--- src/sv/mfs_ram.sv ---
// Generic single-port-write, single-port-read RAM with registered read data.
// Stand-alone; no package dependencies.
module mfs_ram #(
	parameter int WIDTH = 8,
	parameter int DEPTH = 64,
	localparam int AW = $clog2(DEPTH)
) (
	input  logic             clk,
	input  logic             we,
	input  logic [AW-1:0]    waddr,
	input  logic [WIDTH-1:0] wdata,
	input  logic [AW-1:0]    raddr,
	output logic [WIDTH-1:0] rdata
);

	logic [WIDTH-1:0] mem_q [DEPTH];
	logic [WIDTH-1:0] rdata_q;

	always_ff @(posedge clk) begin
		if (we) begin
			mem_q[waddr] <= wdata;
		end
		rdata_q <= mem_q[raddr];
	end

	assign rdata = rdata_q;

endmodule

--- config.mk ---
export PLATFORM = sky130hd
export DESIGN_NAME = mfs_ram
export DESIGN_NICKNAME = d
export VERILOG_FILES = /design/src/sv/mfs_ram.sv
export SDC_FILE = /design/constraint.sdc
export NUM_CORES = 1
export LEC_CHECK = 0
export BUFFER_PORTS_ARGS = -buffer_cell sky130_fd_sc_hd__buf_2
export CORE_AREA = 3 3 185 187
export CTS_BUF_LIST = sky130_fd_sc_hd__clkbuf_4 sky130_fd_sc_hd__clkbuf_8 sky130_fd_sc_hd__clkbuf_16
export DETAILED_ROUTE_END_ITERATION = 6
export DIE_AREA = 0 0 188 190
export GPL_ROUTABILITY_DRIVEN = 0
export GPL_TIMING_DRIVEN = 0
export PLACE_DENSITY = 0.87
export REMOVE_ABC_BUFFERS = 1
export SYNTH_ARGS = -nofsm -noshare
export SYNTH_HDL_FRONTEND = slang
export SYNTH_SLANG_ARGS = --single-unit
--- constraint.sdc ---
create_clock -name clk -period 2 [get_ports clk]
set_clock_uncertainty 0.1 [all_clocks]
set_input_delay 0.1 -clock clk [delete_from_list [all_inputs] [get_ports clk]]
set_output_delay 0.1 -clock clk [all_outputs]
set_load 0.02 [all_outputs]
==> results.json <==
{
  "yosys_warnings": 0,
  "drt_iter0_drc": 1410,
  "drtPass1Iterations": 5,
  "cts.path.max_buffers": 3,
  "io_pins": 30,
  "grt-ovfl-total": 0,
  "num_rows": 66,
  "drcViolationCount": 0,
  "required_ns": 2.31,
  "timing.final.crit_period_ns": 2.179,
  "hold_path.startpoint": "waddr[1]",
  "die_h_um": 190,
  "num-fill-cells": 1812,
  "worstPathArrival_ns": 2.49,
  "dp_slack_ns": -1.290,
  "crit_type": "flip-flop to flip-flop",
  "start_util_pct": 61.83,
  "cts_tree": "built",
  "final_hold_viol_count": 0,
  "synth-seq-area-share_pct": 77.03,
  "track_usage_pct": 26.82,
  "rsz0062_at_grt": "true",
  "status": "complete, but fails checks",
  "core_um2": 32620,
  "leakagePower_uw": 0.007044,
  "drv_slew": 0,
  "antenna_found_initial": 0,
  "r2r_start": "mem_q[29][6]",
  "area_delta_synth_final_pct": 12.17,
  "dieArea_um2": 35720,
  "fmax_ghz": 0.4589,
  "hp-class": "input pin to flip-flop",
  "setup_slack_ns": -0.1791,
  "period_share_pct": 109.0,
  "layout_commonest_cell": "edfxtp_1",
  "tightest_slew_ns": 1.282,
  "cp_max_fo": 1,
  "yosys.area_share.simple_pct": 3.388,
  "synthXorXnorAreaFrac_pct": 0,
  "final_util_pct": 69.35,
  "die_w_um": 188,
  "synth-adder-area-share_pct": 0,
  "synth.distinct_cells": 40,
  "syn_area_per_cell_um2": 21.45,
  "critPathLaunchType": "flip-flop",
  "power.density_nw_per_um2": 1026,
  "numCtsBuffers": 48,
  "drv_cap": 0,
  "tns_ns": -0.7326,
  "syn_area_um2": 20170,
  "synth_top_family_by_area": "multiplexers",
  "critPathLaunch": "mem_q[29][6]",
  "final_nets": 998,
  "setup-violations-final": 7,
  "grt_pass1_vias": 10360,
  "clkSlewWorstSetupHoldPaths_ns": 0.06,
  "grt_max_degree": 65,
  "ys_ff_latch": 520,
  "htreeDepth": 2,
  "clock_sinks": 520,
  "endpoint_kind": "flip-flop",
  "final_cell_mix": "edfxtp_1, mux4_2, nor2_1",
  "clkLatencyLatePin_ns": 0.56,
  "viasPerCell": 6.966,
  "drt-wirelength-per-cell_um": 32.16,
  "clock_tree.root_cell": "clkbuf_16",
  "violations": "setup timing",
  "power_uw": 23200,
  "synth_edf_count": 512,
  "drt-total-wl_um": 46860,
  "grt_pass1_wl_um": 70030,
  "synthMuxAreaShare_pct": 15.94,
  "portBuffers": 29,
  "ant_nets": 0,
  "max-slew-margin-rel_pct": 14.56,
  "synth-compound-area-share_pct": 2.072,
  "drive_above_1_share_pct": 26.92,
  "worst_ir_drop_vdd_v": 0.0007928,
  "synthArstFlopShare_pct": 0,
  "postSynthCellCount": 940,
  "ff2ff_setup_slack_ns": -0.18,
  "ys.flop_type": "edfxtp_1",
  "hold_slack_ns": 0.03021,
  "hpwl_um": 24570,
  "via_count": 10150
}
==> power by group <==
group          internal, uW  switching [uW]
logic                   446             764
clock network          5960            3940
registers             12100            32.4
==> layout make-up <==
class	instances	area [um2]	area share, %
antenna	1	2.502	0.01106
clock buffer	54	1264	5.587
clock inverter	34	440.4	1.947
multi-input combinational	369	4462	19.72
sequential	520	15530	68.68
tap	442	553.0	2.445
timing repair buffer	37	364.1	1.610
==> what timing repair did <==
item | in CTS | in global routing
setup buffers | 0 | 0
hold endpoints to repair | 5 | 0
cloned | 2 | 0
setup endpoints to repair | 16 | 15
pin swaps | 3 | 0
hold buffers | 3 | 0
gates resized for setup | 28 | 8
==> cells in the mapped netlist (3+ instances only) <==
cell	count	area (um2)
nand3b_1	3	22.52
mux2i_1	23	230.2
edfxtp_1	512	15370
mux2_2	13	146.4
mux4_2	126	2838
o2bb2ai_1	3	26.28
dfxtp_1	8	160.2
buf_6	4	45.04
nor3_1	7	35.03
clkbuf_1	17	63.81
buf_1	4	15.01
a22oi_1	3	22.52
o2111ai_1	3	26.28
nand2b_1	7	43.79
nand2_1	19	71.32
a21oi_1	3	15.01
a221oi_1	6	52.55
nor2_1	83	311.6
buf_2	11	55.05
o22ai_1	8	50.05
nor2b_1	14	87.58
a211oi_1	4	30.03
nand3_1	13	65.06
o221ai_1	8	70.07
buf_4	13	97.59
==> through the flow <==
step,instances,area (um2)
global placement,1360,20550
global route,1456,22620
floorplan,889,19850
finish,1457,22620
CTS,1456,22580
detailed placement,1363,20650
==> routing by layer <==
metal  GRT usage (%)  vias to the layer above  part of all wire, %
li1                -                     4008                    -
met1           36.81                     5253                   34
met2           45.18                      769                   51
met3           4.994                      119                   11
met4           7.677                        0                  3.3
met5               0                        -                    0
==> final timing paths <==
| kind | end | depth (start not counted) |
|---|---|---|
| setup / recovery | rdata[6] | 5 |
| hold reg to reg | rdata[4] | 3 |
| setup reg to reg | rdata[6] | 5 |
| hold / removal | mem_q[49][1] | 2 |
==> cell families after synthesis <==
family,Yosys count
multiplexers,162
AND/OR/NAND/NOR,153
buffers and inverters,51
AO/OA/AOI/OAI,54
flip-flops,520
==> critical path, cell delays in order, from the launching register on <==
cell and delay, ns:
edfxtp_1 0.42, mux4_2 0.50, mux2_4 0.29, o221a_4 0.29
nor3_4 0.32, o32ai_4 0.13
==> registers in the layout, indices dropped and copies added (netlist names) <==
name	flops
mem_q	512
rdata	8
Power figures use the tool's default switching activity.
